--- config.mk ---
export PLATFORM = sky130hd
export DESIGN_NAME = periodic_task_release_table_unit
export DESIGN_NICKNAME = d
export VERILOG_FILES = /design/src/sv/ptrt_pkg.sv /design/src/sv/ptrt_ms2tick.sv /design/src/sv/ptrt_cell.sv /design/src/sv/periodic_task_release_table_unit.sv
export SDC_FILE = /design/constraint.sdc
export NUM_CORES = 1
export LEC_CHECK = 0
export BUFFER_PORTS_ARGS = -buffer_cell sky130_fd_sc_hd__clkbuf_2
export CORE_ASPECT_RATIO = 1.1
export CORE_MARGIN = 5
export CORE_UTILIZATION = 64
export DETAILED_ROUTE_END_ITERATION = 6
export PLACE_DENSITY = 0.83
export SYNTH_ARGS = -nofsm -noshare
export SYNTH_HDL_FRONTEND = slang
export SYNTH_SLANG_ARGS = --single-unit
--- constraint.sdc ---
create_clock -name clk_i -period 7 [get_ports clk_i]
set_input_delay 1.05 -clock clk_i [delete_from_list [all_inputs] [get_ports clk_i]]
set_output_delay 1.05 -clock clk_i [all_outputs]
set_load 0.1 [all_outputs]
--- src/sv/ptrt_pkg.sv ---
package ptrt_pkg;

  localparam int unsigned TASK_SLOTS_DEF = 8;
  localparam int unsigned TICK_MS_DEF    = 1;

  localparam int unsigned MS_W     = 16;
  localparam int unsigned TICKS_W  = 16;
  localparam int unsigned COUNT_W  = 24;
  localparam int unsigned PAUSE_W  = 8;

  localparam logic [1:0] OP_CREATE = 2'd0;
  localparam logic [1:0] OP_PAUSE  = 2'd1;
  localparam logic [1:0] OP_DELETE = 2'd2;
  localparam logic [1:0] OP_TICK   = 2'd3;

  localparam logic [1:0] KIND_ACK  = 2'd0;
  localparam logic [1:0] KIND_DUE  = 2'd1;
  localparam logic [1:0] KIND_IDLE = 2'd2;

  localparam logic STATUS_OK     = 1'b0;
  localparam logic STATUS_REJECT = 1'b1;

  // Control that the sequencer broadcasts to every slot cell.
  typedef struct packed {
    logic create;
    logic pause;
    logic remove;
    logic tick;
    logic shift;
  } cell_ctl_t;

endpackage

--- src/sv/ptrt_ms2tick.sv ---
module ptrt_ms2tick #(
  parameter int unsigned TICK_MS = ptrt_pkg::TICK_MS_DEF
) (
  input  logic [ptrt_pkg::MS_W-1:0]    ms_i,
  output logic [ptrt_pkg::TICKS_W-1:0] ticks_o
);

  // Division by the tick length as a multiply by a rounded-up reciprocal.
  // With a 32-bit fraction the result is exact for every 16-bit input.
  localparam int unsigned FRAC_W = 32;
  localparam longint unsigned RECIP_L = ((64'd1 << FRAC_W) + TICK_MS - 1) / TICK_MS;
  localparam logic [FRAC_W:0] RECIP = (FRAC_W + 1)'(RECIP_L);
  localparam int unsigned PROD_W = FRAC_W + 1 + ptrt_pkg::MS_W;

  logic [PROD_W-1:0] prod;

  assign prod    = PROD_W'(ms_i) * PROD_W'(RECIP);
  assign ticks_o = prod[FRAC_W +: ptrt_pkg::TICKS_W];

endmodule

--- src/sv/ptrt_cell.sv ---
module ptrt_cell (
  input  logic                            clk_i,
  input  logic                            rst_ni,
  input  ptrt_pkg::cell_ctl_t             ctl_i,
  input  logic                            sel_i,
  input  logic [ptrt_pkg::TICKS_W-1:0]    period_i,
  input  logic [ptrt_pkg::COUNT_W-1:0]    count_i,
  input  logic                            due_next_i,
  output logic                            due_o
);

  logic                         registered_q, registered_d;
  logic                         due_q, due_d;
  logic [ptrt_pkg::TICKS_W-1:0] period_q, period_d;
  logic [ptrt_pkg::COUNT_W-1:0] count_q, count_d;
  logic [ptrt_pkg::COUNT_W-1:0] reload;

  assign reload = ptrt_pkg::COUNT_W'(period_q);

  always_comb begin
    registered_d = registered_q;
    due_d        = due_q;
    period_d     = period_q;
    count_d      = count_q;
    if (sel_i && ctl_i.create) begin
      registered_d = 1'b1;
      period_d     = period_i;
      count_d      = count_i;
    end
    if (sel_i && ctl_i.pause && registered_q) begin
      count_d = count_i;
    end
    if (sel_i && ctl_i.remove) begin
      registered_d = 1'b0;
    end
    if (ctl_i.tick) begin
      due_d = registered_q && (count_q == '0);
      if (registered_q) begin
        // A due slot reloads and then takes this tick's decrement at once.
        if (count_q == '0) begin
          count_d = (reload == '0) ? '0 : reload - 1'b1;
        end else begin
          count_d = count_q - 1'b1;
        end
      end
    end
    if (ctl_i.shift) begin
      due_d = due_next_i;
    end
  end

  always_ff @(posedge clk_i or negedge rst_ni) begin
    if (!rst_ni) begin
      registered_q <= 1'b0;
      due_q        <= 1'b0;
    end else begin
      registered_q <= registered_d;
      due_q        <= due_d;
    end
  end

  always_ff @(posedge clk_i) begin
    period_q <= period_d;
    count_q  <= count_d;
  end

  assign due_o = due_q;

endmodule

--- src/sv/periodic_task_release_table_unit.sv ---
// Release table for TASK_SLOTS periodic tasks. A request is taken when start_i
// is high and busy_o is low; every result shows on the result ports for one
// cycle with strobe_o high and cannot be held off, so the receiver must take
// it then. An out-of-range command answers in the cycle after the request,
// delete passes through S_APPLY, pause through S_DIV1 and S_APPLY and create
// through S_DIV1, S_DIV2 and S_APPLY (each millisecond value passes through one
// shared reciprocal multiplier, one per cycle). A tick updates all slots when it
// is taken, then the due flags shift through the chain of slot cells one slot
// per cycle toward slot 0; it ends right after its last due slot is reported.
// busy_o falls in the cycle that carries the final result.
module periodic_task_release_table_unit #(
  parameter int unsigned TASK_SLOTS = ptrt_pkg::TASK_SLOTS_DEF,
  parameter int unsigned TICK_MS    = ptrt_pkg::TICK_MS_DEF
) (
  input  logic        clk_i,
  input  logic        rst_ni,
  input  logic        start_i,
  output logic        busy_o,
  input  logic [1:0]  op_i,
  input  logic [5:0]  task_index_i,
  input  logic [15:0] offset_ms_i,
  input  logic [15:0] period_ms_i,
  input  logic [7:0]  pause_count_i,
  output logic        strobe_o,
  output logic [1:0]  kind_o,
  output logic        status_o,
  output logic [2:0]  due_task_o,
  output logic        last_o
);

  localparam int unsigned SW = (TASK_SLOTS > 1) ? $clog2(TASK_SLOTS) : 1;

  localparam logic [2:0] S_IDLE  = 3'd0;
  localparam logic [2:0] S_DIV1  = 3'd1;
  localparam logic [2:0] S_DIV2  = 3'd2;
  localparam logic [2:0] S_APPLY = 3'd3;
  localparam logic [2:0] S_SCAN  = 3'd4;

  logic [2:0] state_q, state_d;

  logic [1:0]                    op_q;
  logic [SW-1:0]                 idx_q;
  logic [ptrt_pkg::MS_W-1:0]     offset_q, period_q;
  logic [ptrt_pkg::PAUSE_W-1:0]  pause_q;
  logic [ptrt_pkg::TICKS_W-1:0]  q1_q, q1_d, q2_q, q2_d;
  logic [SW-1:0]                 step_q, step_d;

  logic        strobe_q, strobe_d;
  logic [1:0]  kind_q, kind_d;
  logic        status_q, status_d;
  logic [2:0]  due_task_q, due_task_d;
  logic        last_q, last_d;

  logic                         accept;
  logic                         in_range;
  logic [ptrt_pkg::MS_W-1:0]    div_in;
  logic [ptrt_pkg::TICKS_W-1:0] div_out;
  logic [ptrt_pkg::COUNT_W-1:0] count_wr;
  logic [TASK_SLOTS-1:0]        due_w;
  logic                         any_due, rest_due;
  logic [SW+2:0]                step_wide;
  ptrt_pkg::cell_ctl_t          ctl;

  assign accept   = start_i && (state_q == S_IDLE);
  assign in_range = {1'b0, task_index_i} < 7'(TASK_SLOTS);

  // Create converts the offset first and the period second; pause converts the period.
  assign div_in = ((state_q == S_DIV1) && (op_q == ptrt_pkg::OP_CREATE)) ? offset_q : period_q;

  ptrt_ms2tick #(
    .TICK_MS(TICK_MS)
  ) u_ms2tick (
    .ms_i   (div_in),
    .ticks_o(div_out)
  );

  assign count_wr = (op_q == ptrt_pkg::OP_CREATE) ? ptrt_pkg::COUNT_W'(q1_q)
                  : ptrt_pkg::COUNT_W'(pause_q) * ptrt_pkg::COUNT_W'(q1_q);

  always_comb begin
    ctl.create = (state_q == S_APPLY) && (op_q == ptrt_pkg::OP_CREATE);
    ctl.pause  = (state_q == S_APPLY) && (op_q == ptrt_pkg::OP_PAUSE);
    ctl.remove = (state_q == S_APPLY) && (op_q == ptrt_pkg::OP_DELETE);
    ctl.tick   = accept && (op_i == ptrt_pkg::OP_TICK);
    ctl.shift  = (state_q == S_SCAN);
  end

  for (genvar g = 0; g < TASK_SLOTS; g++) begin : g_cell
    logic due_next;
    if (g == TASK_SLOTS - 1) begin : g_tail
      assign due_next = 1'b0;
    end else begin : g_link
      assign due_next = due_w[g+1];
    end
    ptrt_cell u_cell (
      .clk_i     (clk_i),
      .rst_ni    (rst_ni),
      .ctl_i     (ctl),
      .sel_i     (idx_q == SW'(g)),
      .period_i  (q2_q),
      .count_i   (count_wr),
      .due_next_i(due_next),
      .due_o     (due_w[g])
    );
  end

  assign any_due   = |due_w;
  assign rest_due  = |(due_w >> 1);
  assign step_wide = (SW + 3)'(step_q);

  always_comb begin
    state_d    = state_q;
    q1_d       = q1_q;
    q2_d       = q2_q;
    step_d     = step_q;
    strobe_d   = 1'b0;
    kind_d     = kind_q;
    status_d   = ptrt_pkg::STATUS_OK;
    due_task_d = '0;
    last_d     = 1'b0;
    unique case (state_q)
      S_IDLE: begin
        if (accept) begin
          if (op_i == ptrt_pkg::OP_TICK) begin
            step_d  = '0;
            state_d = S_SCAN;
          end else if (!in_range) begin
            strobe_d = 1'b1;
            kind_d   = ptrt_pkg::KIND_ACK;
            status_d = ptrt_pkg::STATUS_REJECT;
            last_d   = 1'b1;
          end else if (op_i == ptrt_pkg::OP_DELETE) begin
            state_d = S_APPLY;
          end else begin
            state_d = S_DIV1;
          end
        end
      end
      S_DIV1: begin
        q1_d    = div_out;
        state_d = (op_q == ptrt_pkg::OP_CREATE) ? S_DIV2 : S_APPLY;
      end
      S_DIV2: begin
        q2_d    = div_out;
        state_d = S_APPLY;
      end
      S_APPLY: begin
        strobe_d = 1'b1;
        kind_d   = ptrt_pkg::KIND_ACK;
        last_d   = 1'b1;
        state_d  = S_IDLE;
      end
      S_SCAN: begin
        step_d = step_q + 1'b1;
        if ((step_q == '0) && !any_due) begin
          strobe_d = 1'b1;
          kind_d   = ptrt_pkg::KIND_IDLE;
          last_d   = 1'b1;
          state_d  = S_IDLE;
        end else if (due_w[0]) begin
          strobe_d   = 1'b1;
          kind_d     = ptrt_pkg::KIND_DUE;
          due_task_d = step_wide[2:0];
          last_d     = !rest_due;
          if (!rest_due) begin
            state_d = S_IDLE;
          end
        end
      end
      default: begin
        state_d = S_IDLE;
      end
    endcase
  end

  always_ff @(posedge clk_i or negedge rst_ni) begin
    if (!rst_ni) begin
      state_q  <= S_IDLE;
      strobe_q <= 1'b0;
    end else begin
      state_q  <= state_d;
      strobe_q <= strobe_d;
    end
  end

  always_ff @(posedge clk_i) begin
    if (accept) begin
      op_q     <= op_i;
      idx_q    <= task_index_i[SW-1:0];
      offset_q <= offset_ms_i;
      period_q <= period_ms_i;
      pause_q  <= pause_count_i;
    end
    q1_q       <= q1_d;
    q2_q       <= q2_d;
    step_q     <= step_d;
    kind_q     <= kind_d;
    status_q   <= status_d;
    due_task_q <= due_task_d;
    last_q     <= last_d;
  end

  assign busy_o     = (state_q != S_IDLE);
  assign strobe_o   = strobe_q;
  assign kind_o     = kind_q;
  assign status_o   = status_q;
  assign due_task_o = due_task_q;
  assign last_o     = last_q;

`ifndef SYNTHESIS
  // The final result of a request always coincides with the return to idle.
  a_last_ends_request: assert property (@(posedge clk_i) disable iff (!rst_ni)
    (strobe_o && last_o) |-> !busy_o)
    else $error("final result while the sequencer is still busy");

  a_more_results_busy: assert property (@(posedge clk_i) disable iff (!rst_ni)
    (strobe_o && !last_o) |-> busy_o)
    else $error("non-final result while the sequencer is idle");

  // Every due flag must have left the chain once a tick is complete.
  a_chain_drained: assert property (@(posedge clk_i) disable iff (!rst_ni)
    !busy_o |-> (due_w == '0))
    else $error("due flag left in the cell chain while idle");

  a_reject_only_ack: assert property (@(posedge clk_i) disable iff (!rst_ni)
    (strobe_o && (status_o == ptrt_pkg::STATUS_REJECT)) |-> (kind_o == ptrt_pkg::KIND_ACK))
    else $error("reject status on a tick result");
`endif

endmodule

==> results.cfg <==
[cells_and_area]
layout_commonest_cell = nor2_1
layout_common_cells = nor2_1 (300), nand2_1 (258), o21ai_0 (251)
num-nets-final = 3257
final_cells = 3659
multi_input_area_sq_um = 15300
ff_latch_area_sq_um = 10800
area_delta_synth_final_pct = 9.08
drive_gt1_frac = 0.0793
n_fill_cell = 3232

[global_route]
grt_pass1_vias = 23389
antenna_found_initial = 6
grt_usage = 0.359
grt_pass1_wl_microns = 130000
grt_max_degree = 46
gr-total-overflow = 0

[setup_path]
critPathRequiredTime_ps = 7430
start_kind = flip-flop
critPathArrivalTime_ps = 6220
critPathKind = flip-flop to flip-flop
crit_path_end_kind = flip-flop
crit_path_max_fanout = 16

[sta]
post-route-min-period_ps = 5790
maxSlewHeadroom = 0.0663
timing.hold.ws_ps = 463
setup_violations = 0
fmax_ghz = 0.173
tns_ps = 0
rsz0062_at_grt = no
maxSlewViolCount = 0
hold_viol_final = 0
tightest_slew_ps = 1400
setup_ws_ps = 1210
fin_crit_sh = 0.828
finalClockSkew_ps = 23.1

[outcome]
status = finished, final reports clean

[clock_tree]
cts_tree = done
clk_pin_slew_ps = 70
post-cts-setup-buffer-count = 0
cts_buffers = 45
clockRootBuffer = clkbuf_16
clk_latency_ps = 600
h-tree-depth = 2
cts_hold_buf = 0
ctsResizeCount = 0
cts_sinks = 427
cts_buffer_depth = 3

[placement]
dpl.cell_count = 3572
hpwl_microns = 58400
portBuffers = 59
gp_congestion = 0.990
dp_slack_ps = 1380

[synthesis]
synth-seq-cells = 427
synth.net_count = 3241
synth_cell_types = 87
async_flop_share = 0.0468
synth_flop_cell = edfxtp_1
ys_seq_area_frac = 0.396
syn_area_sq_um = 27100
synth_enable_flop_cells = 210
ys_warn_count = 0
postSynthCellCount = 3036
post_synth.cell_area_avg_sq_um = 8.94

[run]
max_cap_violations = 0

[routing]
drcViolationCount = 0
drt_iter0_drc = 2632
routed_wl_microns = 85000
vias = 24365
wl_per_cell_microns = 23.2
vias_per_cell = 6.66
ant_nets = 0
drt_first_pass_iters = 6

[floorplanning]
start_util = 0.644
die_h_microns = 226
row_count = 79
die_area_sq_um = 46600
die_width_microns = 206
coreArea_sq_um = 42100
top_level_ports = 60

[worst_hold_path]
hold_class = input port to asynchronous set/reset pin
path summary, 6_finish.rpt:
check	from	to	slack (ps)	depth (start not counted)
setup / recovery	pause_q[2]	g_cell[3].u_cell.count_q[19]	1210	15
min in group clk_i	g_cell[7].u_cell.count_q[14]	g_cell[7].u_cell.count_q[14]	470	2
max in group asynchronous	rst_ni	g_cell[0].u_cell.due_o	6100	1
setup reg to reg	pause_q[2]	g_cell[3].u_cell.count_q[19]	1210	15
hold / removal	rst_ni	g_cell[2].u_cell.registered_q	460	1
hold reg to reg	g_cell[7].u_cell.count_q[14]	g_cell[7].u_cell.count_q[14]	470	2
area by class of cell:
class,instances,area share
multi-input cells,2327,0.518
flip-flops and latches,427,0.363
repair buffers,98,0.0199
clock buffers,51,0.0409
well taps,567,0.0240
clock inverters,33,0.0145
diodes,3,0.000254
inverters,153,0.0194
metrics by stage:
stage,util,instance area (sq um)
global placement,0.664,27900
floorplan,-,27100
finish,0.703,29600
global route,0.703,29600
CTS,0.703,29600
detailed placement,0.664,27900
worst max-delay path, stage by stage (launching register included):
cell	delay [ps]
edfxtp_1	640
and2_1	270
fa_1	500
fa_1	530
fa_1	500
inv_1	50
fa_1	470
inv_1	50
ha_1	380
o21a_1	160
o211ai_1	130
a31o_2	280
o21ai_0	330
a21oi_1	140
xor2_1	950
o21ai_0	230
logic make-up (layout without fill, tap and decap cells):
group	after synthesis	after routing	share of synthesized area
buffers and inverters	282	335	0.0416
AOI/OAI and AO/OA	736	736	0.165
adders and majority gates	154	154	0.0943
muxes	54	54	0.0208
other	0	3	0
DFF	427	427	0.396
and+or+nand+nor	1205	1205	0.224
xor gates and xnor gates	178	178	0.0575
flip-flops by register name, indices dropped and copies added, names as in the netlist, 2 cells and up:
name,count
offset_q,16
pause_q,8
step_q,3
q2_q,16
q1_q,16
state_q,3
g_cell.u_cell.count_q,192
idx_q,3
due_task_o,3
period_q,16
g_cell.u_cell.registered_q,8
g_cell.u_cell.due_o,8
op_q,2
kind_o,2
g_cell.u_cell.period_q,128
routing by layer:
metal / wire, microns / GRT usage
met5: 22 / 0
met4: 6510 / 0.234
met3: 9290 / 0.0892
met2: 37600 / 0.558
met1: 31700 / 0.447
synth_stat cells (all sizes together), types with 17 or more instances:
library cell,count,area share
inv,153,0.021
and2,126,0.029
a22oi,25,0.0069
o22ai,52,0.012
or4,50,0.014
fa,84,0.062
nor2b,17,0.0039
nand3,64,0.012
xnor2,100,0.032
mux2i,35,0.013
a31oi,27,0.0062
nor2,302,0.042
clkbuf,114,0.017
nand2,258,0.036
xor2,78,0.025
nor3,157,0.030
nor4,79,0.019
dfrtp,20,0.018
or3,39,0.0090
dfxtp,197,0.15
a211oi,30,0.0083
o211ai,51,0.014
edfxtp,210,0.23
a21oi,166,0.031
mux2,19,0.0079
nand2b,22,0.0051
ha,70,0.032
and3,17,0.0039
o21ai,263,0.049
Power is not shown: default switching activity piles up to over one toggle a cycle in this logic, so the estimate is an artifact.
